--- src/design/spool_pkg.sv ---
`default_nettype none

package spool_pkg;

  // Fixed field widths of the request and result items
  localparam int OP_W     = 2;
  localparam int PART_W   = 32;
  localparam int SLOT_W   = 6;
  localparam int STATUS_W = 2;
  localparam int REFS_W   = 8;
  localparam int CFG_W    = 7;

  // Packed result item: status, slot_index, data_ready, references
  localparam int RES_W = STATUS_W + SLOT_W + 1 + REFS_W;

  // Reset value of the slots_in_use register
  localparam logic [CFG_W-1:0] SLOTS_IN_USE_RESET = 7'd64;

  typedef enum logic [OP_W-1:0] {
    OP_GET       = 2'd0,
    OP_RELEASE   = 2'd1,
    OP_SET_READY = 2'd2,
    OP_POLL      = 2'd3
  } op_t;

  typedef enum logic [STATUS_W-1:0] {
    ST_HIT     = 2'd0,
    ST_CLAIMED = 2'd1,
    ST_BUSY    = 2'd2,
    ST_DONE    = 2'd3
  } status_t;

endpackage

`default_nettype wire

--- src/design/spool_ram.sv ---
`default_nettype none

module spool_ram #(
  parameter int WIDTH = 8,
  parameter int DEPTH = 64
) (
  input  wire logic                                   clk,
  input  wire logic                                   we,
  input  wire logic [(DEPTH > 1 ? $clog2(DEPTH) : 1)-1:0] waddr,
  input  wire logic [WIDTH-1:0]                       wdata,
  input  wire logic                                   re,
  input  wire logic [(DEPTH > 1 ? $clog2(DEPTH) : 1)-1:0] raddr,
  output logic      [WIDTH-1:0]                       rdata
);

  logic [WIDTH-1:0] mem [DEPTH];

  // Write port
  always_ff @(posedge clk) begin
    if (we) begin
      mem[waddr] <= wdata;
    end
  end

  // Registered read port
  always_ff @(posedge clk) begin
    if (re) begin
      rdata <= mem[raddr];
    end
  end

endmodule

`default_nettype wire

--- src/design/spool_fifo.sv ---
`default_nettype none

module spool_fifo #(
  parameter int WIDTH = 8,
  parameter int DEPTH = 2
) (
  input  wire logic             clk,
  input  wire logic             rst,
  input  wire logic             push,
  input  wire logic [WIDTH-1:0] wdata,
  output logic                  full,
  input  wire logic             pop,
  output logic      [WIDTH-1:0] rdata,
  output logic                  empty
);

  localparam int PW = (DEPTH > 1) ? $clog2(DEPTH) : 1;
  localparam int CW = $clog2(DEPTH + 1);

  logic [WIDTH-1:0] mem [DEPTH];
  logic [PW-1:0]    wr_ptr;
  logic [PW-1:0]    rd_ptr;
  logic [CW-1:0]    count;
  logic             do_push;
  logic             do_pop;

  assign full    = (count == CW'(DEPTH));
  assign empty   = (count == '0);
  assign do_push = push && !full;
  assign do_pop  = pop && !empty;
  assign rdata   = mem[rd_ptr];

  // Advance pointers and occupancy
  always_ff @(posedge clk) begin
    if (rst) begin
      wr_ptr <= '0;
      rd_ptr <= '0;
      count  <= '0;
    end else begin
      if (do_push) begin
        wr_ptr <= (wr_ptr == PW'(DEPTH - 1)) ? '0 : wr_ptr + 1'b1;
      end
      if (do_pop) begin
        rd_ptr <= (rd_ptr == PW'(DEPTH - 1)) ? '0 : rd_ptr + 1'b1;
      end
      if (do_push && !do_pop) begin
        count <= count + 1'b1;
      end else if (do_pop && !do_push) begin
        count <= count - 1'b1;
      end
    end
  end

  // Store item
  always_ff @(posedge clk) begin
    if (do_push) begin
      mem[wr_ptr] <= wdata;
    end
  end

endmodule

`default_nettype wire

--- src/design/spool_front.sv ---
`default_nettype none

module spool_front #(
  parameter int SLOTS = 64
) (
  input  wire logic                         clk,
  input  wire logic                         rst,
  input  wire logic                         cfg_write,
  input  wire logic [spool_pkg::CFG_W-1:0]  cfg_data,
  input  wire logic                         clearing,
  input  wire logic                         push,
  output logic                              full,
  input  wire logic [spool_pkg::OP_W-1:0]   operation,
  input  wire logic [spool_pkg::PART_W-1:0] partition,
  input  wire logic [spool_pkg::SLOT_W-1:0] slot,
  output logic                              req_push,
  output logic [spool_pkg::OP_W + spool_pkg::PART_W + (SLOTS > 1 ? $clog2(SLOTS) : 1)-1:0]
                                            req_data,
  input  wire logic                         req_full
);

  localparam int IW     = (SLOTS > 1) ? $clog2(SLOTS) : 1;
  localparam int DW     = ($clog2(SLOTS + 1) > spool_pkg::CFG_W) ?
                          $clog2(SLOTS + 1) : spool_pkg::CFG_W;
  localparam int STEPS  = spool_pkg::PART_W;
  localparam int CNT_W  = $clog2(STEPS);

  typedef enum logic [1:0] {
    F_IDLE,
    F_DIV,
    F_HOLD
  } fstate_t;

  fstate_t                       state;
  logic [spool_pkg::CFG_W-1:0]   slots_in_use;
  spool_pkg::op_t                op_q;
  logic [spool_pkg::PART_W-1:0]  part_q;
  logic [spool_pkg::PART_W-1:0]  dvd;
  logic [DW-1:0]                 dvs;
  logic [DW-1:0]                 rem;
  logic [CNT_W-1:0]              step;
  logic [DW:0]                   trial;
  logic [DW:0]                   trial_sub;
  logic [DW-1:0]                 rem_next;
  logic [DW-1:0]                 get_dvs;
  logic                          accept;

  assign full     = (state != F_IDLE) || clearing;
  assign accept   = push && !full;
  assign req_push = (state == F_HOLD) && !req_full;
  assign req_data = {op_q, part_q, rem[IW-1:0]};

  // Clamp the mapping divisor into 1..SLOTS
  always_comb begin
    get_dvs = DW'(slots_in_use);
    if (slots_in_use == '0) begin
      get_dvs = DW'(1);
    end else if (DW'(slots_in_use) > DW'(SLOTS)) begin
      get_dvs = DW'(SLOTS);
    end
  end

  // One restoring remainder step
  always_comb begin
    trial     = {rem, dvd[spool_pkg::PART_W-1]};
    trial_sub = trial - {1'b0, dvs};
    rem_next  = (trial >= {1'b0, dvs}) ? trial_sub[DW-1:0] : trial[DW-1:0];
  end

  // Hold the mapping register
  always_ff @(posedge clk) begin
    if (rst) begin
      slots_in_use <= spool_pkg::SLOTS_IN_USE_RESET;
    end else if (cfg_write) begin
      slots_in_use <= cfg_data;
    end
  end

  // Accept, reduce to a slot index, hand over to the request queue
  always_ff @(posedge clk) begin
    if (rst) begin
      state <= F_IDLE;
    end else begin
      case (state)
        F_IDLE: begin
          if (accept) begin
            op_q   <= spool_pkg::op_t'(operation);
            part_q <= partition;
            if (spool_pkg::op_t'(operation) == spool_pkg::OP_GET) begin
              dvd <= partition;
              dvs <= get_dvs;
            end else begin
              dvd <= spool_pkg::PART_W'(slot);
              dvs <= DW'(SLOTS);
            end
            rem   <= '0;
            step  <= '0;
            state <= F_DIV;
          end
        end
        F_DIV: begin
          rem  <= rem_next;
          dvd  <= {dvd[spool_pkg::PART_W-2:0], 1'b0};
          step <= step + 1'b1;
          if (step == CNT_W'(STEPS - 1)) begin
            state <= F_HOLD;
          end
        end
        F_HOLD: begin
          if (!req_full) begin
            state <= F_IDLE;
          end
        end
        default: begin
          state <= F_IDLE;
        end
      endcase
    end
  end

endmodule

`default_nettype wire

--- src/design/spool_back.sv ---
`default_nettype none

module spool_back #(
  parameter int SLOTS     = 64,
  parameter int REF_WIDTH = 8
) (
  input  wire logic                        clk,
  input  wire logic                        rst,
  output logic                             clearing,
  input  wire logic                        req_empty,
  input  wire logic [spool_pkg::OP_W + spool_pkg::PART_W + (SLOTS > 1 ? $clog2(SLOTS) : 1)-1:0]
                                           req_data,
  output logic                             req_pop,
  input  wire logic                        res_full,
  output logic                             res_push,
  output logic [spool_pkg::RES_W-1:0]      res_data
);

  localparam int IW  = (SLOTS > 1) ? $clog2(SLOTS) : 1;
  localparam int PW  = spool_pkg::PART_W;
  localparam int E_W = PW + 2 + REF_WIDTH;

  typedef enum logic [1:0] {
    B_CLEAR,
    B_IDLE,
    B_MODIFY
  } bstate_t;

  bstate_t                state;
  logic [IW-1:0]          clr;
  spool_pkg::op_t         op_q;
  logic [PW-1:0]          part_q;
  logic [IW-1:0]          idx_q;

  logic                   ram_we;
  logic [IW-1:0]          ram_waddr;
  logic [E_W-1:0]         ram_wdata;
  logic                   ram_re;
  logic [E_W-1:0]         ram_rdata;

  logic [PW-1:0]          tag;
  logic                   valid;
  logic                   ready;
  logic [REF_WIDTH-1:0]   cnt;
  logic [PW-1:0]          tag_new;
  logic                   valid_new;
  logic                   ready_new;
  logic [REF_WIDTH-1:0]   cnt_new;
  spool_pkg::status_t     status;

  assign clearing = (state == B_CLEAR);
  assign ram_re   = (state == B_IDLE) && !req_empty && !res_full;
  assign req_pop  = ram_re;
  assign res_push = (state == B_MODIFY);
  assign {tag, valid, ready, cnt} = ram_rdata;
  assign res_data = {status, spool_pkg::SLOT_W'(idx_q), ready_new,
                     spool_pkg::REFS_W'(cnt_new)};

  // Update one slot entry
  always_comb begin
    tag_new   = tag;
    valid_new = valid;
    ready_new = ready;
    cnt_new   = cnt;
    status    = spool_pkg::ST_DONE;
    case (op_q)
      spool_pkg::OP_GET: begin
        if (valid && (tag == part_q)) begin
          if (cnt != {REF_WIDTH{1'b1}}) begin
            cnt_new = cnt + 1'b1;
          end
          status = spool_pkg::ST_HIT;
        end else if (cnt != '0) begin
          status = spool_pkg::ST_BUSY;
        end else begin
          tag_new   = part_q;
          valid_new = 1'b1;
          ready_new = 1'b0;
          cnt_new   = REF_WIDTH'(1);
          status    = spool_pkg::ST_CLAIMED;
        end
      end
      spool_pkg::OP_RELEASE: begin
        if (cnt != '0) begin
          cnt_new = cnt - 1'b1;
        end
      end
      spool_pkg::OP_SET_READY: begin
        ready_new = 1'b1;
      end
      default: begin
      end
    endcase
  end

  // Select the write: clearing sweep or read-modify-write
  always_comb begin
    ram_we    = 1'b0;
    ram_waddr = idx_q;
    ram_wdata = {tag_new, valid_new, ready_new, cnt_new};
    case (state)
      B_CLEAR: begin
        ram_we    = 1'b1;
        ram_waddr = clr;
        ram_wdata = '0;
      end
      B_MODIFY: begin
        ram_we = 1'b1;
      end
      default: begin
      end
    endcase
  end

  // Sweep after reset, then take one request at a time
  always_ff @(posedge clk) begin
    if (rst) begin
      state <= B_CLEAR;
      clr   <= '0;
    end else begin
      case (state)
        B_CLEAR: begin
          clr <= clr + 1'b1;
          if (clr == IW'(SLOTS - 1)) begin
            state <= B_IDLE;
          end
        end
        B_IDLE: begin
          if (ram_re) begin
            op_q   <= spool_pkg::op_t'(req_data[IW + PW +: spool_pkg::OP_W]);
            part_q <= req_data[IW +: PW];
            idx_q  <= req_data[IW-1:0];
            state  <= B_MODIFY;
          end
        end
        B_MODIFY: begin
          state <= B_IDLE;
        end
        default: begin
          state <= B_IDLE;
        end
      endcase
    end
  end

  spool_ram #(
    .WIDTH (E_W),
    .DEPTH (SLOTS)
  ) u_ram (
    .clk   (clk),
    .we    (ram_we),
    .waddr (ram_waddr),
    .wdata (ram_wdata),
    .re    (ram_re),
    .raddr (req_data[IW-1:0]),
    .rdata (ram_rdata)
  );

endmodule

`default_nettype wire

--- src/design/refcounted_direct_mapped_slot_pool.sv ---
`default_nettype none

// Reference-counted direct-mapped slot pool. A get maps its partition to slot
// (partition mod slots_in_use, zero read as one, above SLOTS clamped to SLOTS)
// and hits, claims or is refused as busy; release, set ready and poll address
// a slot directly. Every request gives exactly one result, in order. Each
// request passes the front end (accept, a 32-step one-bit-per-cycle remainder
// loop, hand-off), taking no new request before the hand-off; the slot table
// update behind it (table read, then write back) overlaps the next item's
// remainder loop. After reset the table is swept to zero, one slot per cycle,
// while full stays high; writes to slots_in_use are taken at any time, but
// should be made only while the pool is idle.
module refcounted_direct_mapped_slot_pool #(
  parameter int SLOTS     = 64,
  parameter int REF_WIDTH = 8
) (
  input  wire logic                           clk,
  input  wire logic                           rst,
  input  wire logic                           cfg_write,
  input  wire logic [spool_pkg::CFG_W-1:0]    cfg_data,
  input  wire logic                           push,
  output logic                                full,
  input  wire logic [spool_pkg::OP_W-1:0]     operation,
  input  wire logic [spool_pkg::PART_W-1:0]   partition,
  input  wire logic [spool_pkg::SLOT_W-1:0]   slot,
  output logic                                empty,
  input  wire logic                           pop,
  output logic [spool_pkg::STATUS_W-1:0]      status,
  output logic [spool_pkg::SLOT_W-1:0]        slot_index,
  output logic                                data_ready,
  output logic [spool_pkg::REFS_W-1:0]        references
);

  localparam int IW    = (SLOTS > 1) ? $clog2(SLOTS) : 1;
  localparam int REQ_W = spool_pkg::OP_W + spool_pkg::PART_W + IW;

  logic                        clearing;
  logic                        req_push;
  logic [REQ_W-1:0]            req_wdata;
  logic                        req_full;
  logic                        req_pop;
  logic [REQ_W-1:0]            req_rdata;
  logic                        req_empty;
  logic                        res_push;
  logic [spool_pkg::RES_W-1:0] res_wdata;
  logic                        res_full;
  logic [spool_pkg::RES_W-1:0] res_rdata;

  assign {status, slot_index, data_ready, references} = res_rdata;

  spool_front #(
    .SLOTS (SLOTS)
  ) u_front (
    .clk       (clk),
    .rst       (rst),
    .cfg_write (cfg_write),
    .cfg_data  (cfg_data),
    .clearing  (clearing),
    .push      (push),
    .full      (full),
    .operation (operation),
    .partition (partition),
    .slot      (slot),
    .req_push  (req_push),
    .req_data  (req_wdata),
    .req_full  (req_full)
  );

  spool_fifo #(
    .WIDTH (REQ_W),
    .DEPTH (2)
  ) u_req_q (
    .clk   (clk),
    .rst   (rst),
    .push  (req_push),
    .wdata (req_wdata),
    .full  (req_full),
    .pop   (req_pop),
    .rdata (req_rdata),
    .empty (req_empty)
  );

  spool_back #(
    .SLOTS     (SLOTS),
    .REF_WIDTH (REF_WIDTH)
  ) u_back (
    .clk       (clk),
    .rst       (rst),
    .clearing  (clearing),
    .req_empty (req_empty),
    .req_data  (req_rdata),
    .req_pop   (req_pop),
    .res_full  (res_full),
    .res_push  (res_push),
    .res_data  (res_wdata)
  );

  spool_fifo #(
    .WIDTH (spool_pkg::RES_W),
    .DEPTH (2)
  ) u_res_q (
    .clk   (clk),
    .rst   (rst),
    .push  (res_push),
    .wdata (res_wdata),
    .full  (res_full),
    .pop   (pop),
    .rdata (res_rdata),
    .empty (empty)
  );

endmodule

`default_nettype wire

--- config.mk ---
export PLATFORM = sky130hd
export DESIGN_NAME = refcounted_direct_mapped_slot_pool
export DESIGN_NICKNAME = d
export VERILOG_FILES = /design/src/design/spool_pkg.sv /design/src/design/spool_ram.sv /design/src/design/spool_fifo.sv /design/src/design/spool_front.sv /design/src/design/spool_back.sv /design/src/design/refcounted_direct_mapped_slot_pool.sv
export SDC_FILE = /design/constraint.sdc
export NUM_CORES = 2
export LEC_CHECK = 0
export BUFFER_PORTS_ARGS = -buffer_cell sky130_fd_sc_hd__buf_2
export CAP_MARGIN = 30
export CORE_UTILIZATION = 50
export CTS_CLUSTER_DIAMETER = 60
export DETAILED_ROUTE_END_ITERATION = 12
export GPL_ROUTABILITY_DRIVEN = 0
export PLACE_DENSITY_LB_ADDON = 0.15
export SKIP_LAST_GASP = 1
export SYNTH_ARGS = -nofsm -noshare
export SYNTH_HDL_FRONTEND = slang
export SYNTH_SLANG_ARGS = --single-unit
--- constraint.sdc ---
create_clock -name clk -period 10.66 [get_ports clk]
set_clock_uncertainty 0.15 [all_clocks]
set_input_delay 0 -clock clk [delete_from_list [all_inputs] [get_ports clk]]
set_output_delay 0 -clock clk [all_outputs]
set_load 0.01 [all_outputs]
==> flow_metrics.env <==
export IMPL_worst_slew_pin_transition_ps=1100
export IMPL_p_leak_nw=39.6
export IMPL_slew_headroom=0.265
export IMPL_grt_pass1_vias=57016
export IMPL_route_detailed_drc=0
export IMPL_status="finished, final reports clean"
export IMPL_rr_worst_depth=8
export IMPL_rrSetupSlack_ps=5600
export IMPL_synth_area_top_cells="edfxtp_1 78%, mux4_2 13%, a22oi_1 2.2%"
export IMPL_drv_cap=0
export IMPL_vias_per_cell=6.47
export IMPL_area_growth_synth_to_final_pct=14.3
export IMPL_path_cells="buf_4 -> mux2_8 -> buf_16 -> buf_12 -> mux4_2 -> a22oi_1 -> a21oi_1 -> or4_1"
export IMPL_first_pass_iters=6
export IMPL_start_util=0.505
export IMPL_drt_iter0_markers=6811
export IMPL_crit_family="buffers and inverters"
export IMPL_path_depth=8
export IMPL_hold_depth=3
export IMPL_synth_top_area_share=0.783
export IMPL_clk_pin_slew_ps=60
export IMPL_final_nets=5639
export IMPL_powerDensity_mw_per_mm2=178
export IMPL_cp_start_kind="flop"
export IMPL_numCtsBuffers=319
export IMPL_syn_area_per_cell_sq_um=22.1
export IMPL_synth_simple_gate_area_frac=0.0159
export IMPL_core_rowCount=174
export IMPL_max_clock_path_buffers=4
export IMPL_rsz0062_at_grt="false"
export IMPL_syn_nets=5222
export IMPL_placed_cells=8116
export IMPL_wirelength_um=310000
export IMPL_synth_adder_area_share=0.00182
export IMPL_yosys_register_bits=2996
export IMPL_core_area_sq_mm=0.226
export IMPL_synth_common_cells="2969 x edfxtp_1, 672 x mux4_2, 337 x a22oi_1"
export IMPL_drt_antenna_violating_nets=0
export IMPL_max_freq_ghz=0.197
export IMPL_yosys_area_top_type="edfxtp_1"
export IMPL_yosysWarnings=0
export IMPL_grt_busiest_layer="met2"
export IMPL_grt_remaining_overflow=0
export IMPL_grt_pass1_wl_um=434000
export IMPL_setup_violations=0
export IMPL_vias=56872
export IMPL_grt_use_met3=0.0537
export IMPL_worst_path_buf_inv=3
export IMPL_grt_max_degree=138
export IMPL_synth_edf_count=2969
export IMPL_end_kind="flop"
export IMPL_final_cell_area_sq_mm=0.130
export IMPL_p_total_mw=23.2
export IMPL_cp_max_fo=113
export IMPL_hold_violations=0
export IMPL_synthesis_area_sq_mm=0.114
export IMPL_dp_hpwl_um=163000
export IMPL_die_area_sq_mm=0.230
export IMPL_antenna_found_initial=25
export IMPL_synth_compound_area_share=0.0387
export IMPL_layout_worst_path_cycle_share=0.475
export IMPL_met1_usage=0.380
export IMPL_die_y_um=479
export IMPL_ctsResizeCount=0
export IMPL_fin_cells=8789
export IMPL_crit_path_max_incr_delay_ps=760
export IMPL_vdd_drop_max_uv=178
export IMPL_n_fill_cell=16484
export IMPL_place_area_sq_mm=0.120
export IMPL_cts_root_buf="clkbuf_16"
export IMPL_async_flop_share=0
export IMPL_post_cts_buffers=0
export IMPL_crit_type="flop to flop"
export IMPL_port_buffer_count=70
export IMPL_cp_data_arrival_time_ps=5530
export IMPL_synth_main_ff_cell="edfxtp_1"
export IMPL_ios=71
export IMPL_grtUsageTotal=0.271
export IMPL_synthMuxAreaShare=0.140
export IMPL_avgRoutedWirePerCell_um=35.2
export IMPL_clock_latency_ps=950
export IMPL_cts_sink_count=2996
export IMPL_synth_cell_type_count=61
export IMPL_hold_buffers=120
export IMPL_period_needed_ps=5060
export IMPL_synth_cells=5154
export IMPL_htree_levels=5
export IMPL_synth_top_family_by_area="multiplexers"
export IMPL_critPathSlowestCell="buf_12"
export IMPL_slew_violations=0
export IMPL_drive_gt1_frac=0.261
export IMPL_yosysSeqAreaShare=0.788
export IMPL_die_w_um=479
export IMPL_fin_setup_tns_ps=0
export IMPL_hold_path_class="input port to flop"
export IMPL_yosys_area_share_xor_xnor=0.00331
export IMPL_synth_most_common_cell="edfxtp_1"
export IMPL_cts_tree="yes"
export IMPL_crit_required_ps=11130
export IMPL_use_met2=0.435
final timing paths:
check	start	to
setup / recovery	flop	u_back.u_ram.rdata[20]
hold / removal	partition[17]	u_front.part_q[17]
setup reg to reg	flop	u_back.u_ram.rdata[20]
hold reg to reg	u_front.part_q[27]	u_req_q.mem[1][33]
worst reg2reg max path, delay by kind of cell, from the launching register on:
family	cells	cell delay [ps]
compound gates	2	530
flops	1	320
simple gates	1	760
mux	2	1200
buf+inv	3	1810
kinds of logic (layout without fill, tap and decap cells):
kind of cell / count (synthesis) / count (layout)
AO/OA/AOI/OAI: 664 / 664
XOR/XNOR: 43 / 43
adder cells (fa/ha/maj): 16 / 16
buffers and inverters: 310 / 938
flip-flops: 2996 / 2996
multiplexers: 748 / 748
other: 0 / 15
AND/OR/NAND/NOR: 377 / 377
layer usage:
metal,routed length (um),up-vias
met5,26,-
met3,26600,492
met2,151000,2688
li1,-,22689
met4,9330,4
met1,123000,30999
power by group:
group | switching [mW] | total [mW] | internal (mW)
Sequential | 0.0193 | 12.8 | 12.8
Clock | 4.34 | 10.2 | 5.83
Combinational | 0.123 | 0.206 | 0.0827
Total | 4.48 | 23.2 | 18.7
flip-flops by register name (all words and copies together), names as in the netlist, named ones only:
register,flops
u_back.clr,6
u_back.idx_q,6
u_back.op_q,2
u_back.part_q,32
u_back.state,2
u_back.u_ram.mem,2688
u_back.u_ram.rdata,42
u_front.dvd,32
u_front.dvs,7
u_front.op_q,2
u_front.part_q,32
u_front.rem,7
u_front.slots_in_use,7
u_front.state,2
u_front.step,5
u_req_q.count,2
u_req_q.mem,80
u_req_q.rd_ptr,1
u_req_q.wr_ptr,1
u_res_q.count,2
u_res_q.mem,34
u_res_q.rd_ptr,1
u_res_q.wr_ptr,1
cell usage in the layout, fill, tap and decap left out, drive strengths merged, types with 8 or more instances in the layout:
| cell | Yosys | routed |
|---|---|---|
| edfxtp | 2969 | 2969 |
| mux4 | 672 | 672 |
| clkbuf | 170 | 412 |
| a22oi | 337 | 337 |
| buf | 112 | 258 |
| a21oi | 222 | 222 |
| nor2 | 121 | 121 |
| dlygate4sd3 | 0 | 120 |
| nand2 | 115 | 115 |
| clkinv | 1 | 99 |
| mux2 | 55 | 55 |
| or4 | 42 | 42 |
| xnor2 | 34 | 34 |
| inv | 27 | 34 |
| o21ai | 32 | 32 |
| a22o | 27 | 27 |
| dfxtp | 27 | 27 |
| mux2i | 21 | 21 |
| nand2b | 16 | 16 |
| nor3 | 16 | 16 |
| diode | 0 | 15 |
| ha | 15 | 15 |
| nor2b | 12 | 12 |
| nand3 | 11 | 11 |
| bufinv | 0 | 11 |
| and2 | 11 | 11 |
| xor2 | 9 | 9 |
| nand4 | 8 | 8 |
area by class of cell:
cell class              count  area (sq um)  share of cell area
diodes                     15          37.5            0.000288
clock inverters           120           851             0.00654
clock buffers             412          8470              0.0651
flip-flops and latches   2996         89700               0.689
repair buffers            378          3370              0.0259
well taps                2992          3740              0.0288
multi-input cells        1848         23900               0.184
inverters                  28           105            0.000807
stage by stage:
| stage | hold slack, ps | util | setup WS (ps) |
|---|---|---|---|
| final | 211 | 0.577 | 5600 |
| after floorplan | -51.1 | - | 5030 |
| after global routing | 192 | 0.577 | 5340 |
| after detailed placement | 48.7 | 0.530 | 5510 |
| after global placement | 47.8 | 0.528 | 5500 |
| after CTS | 140 | 0.576 | 5470 |
Power figures use the tool's default switching activity.
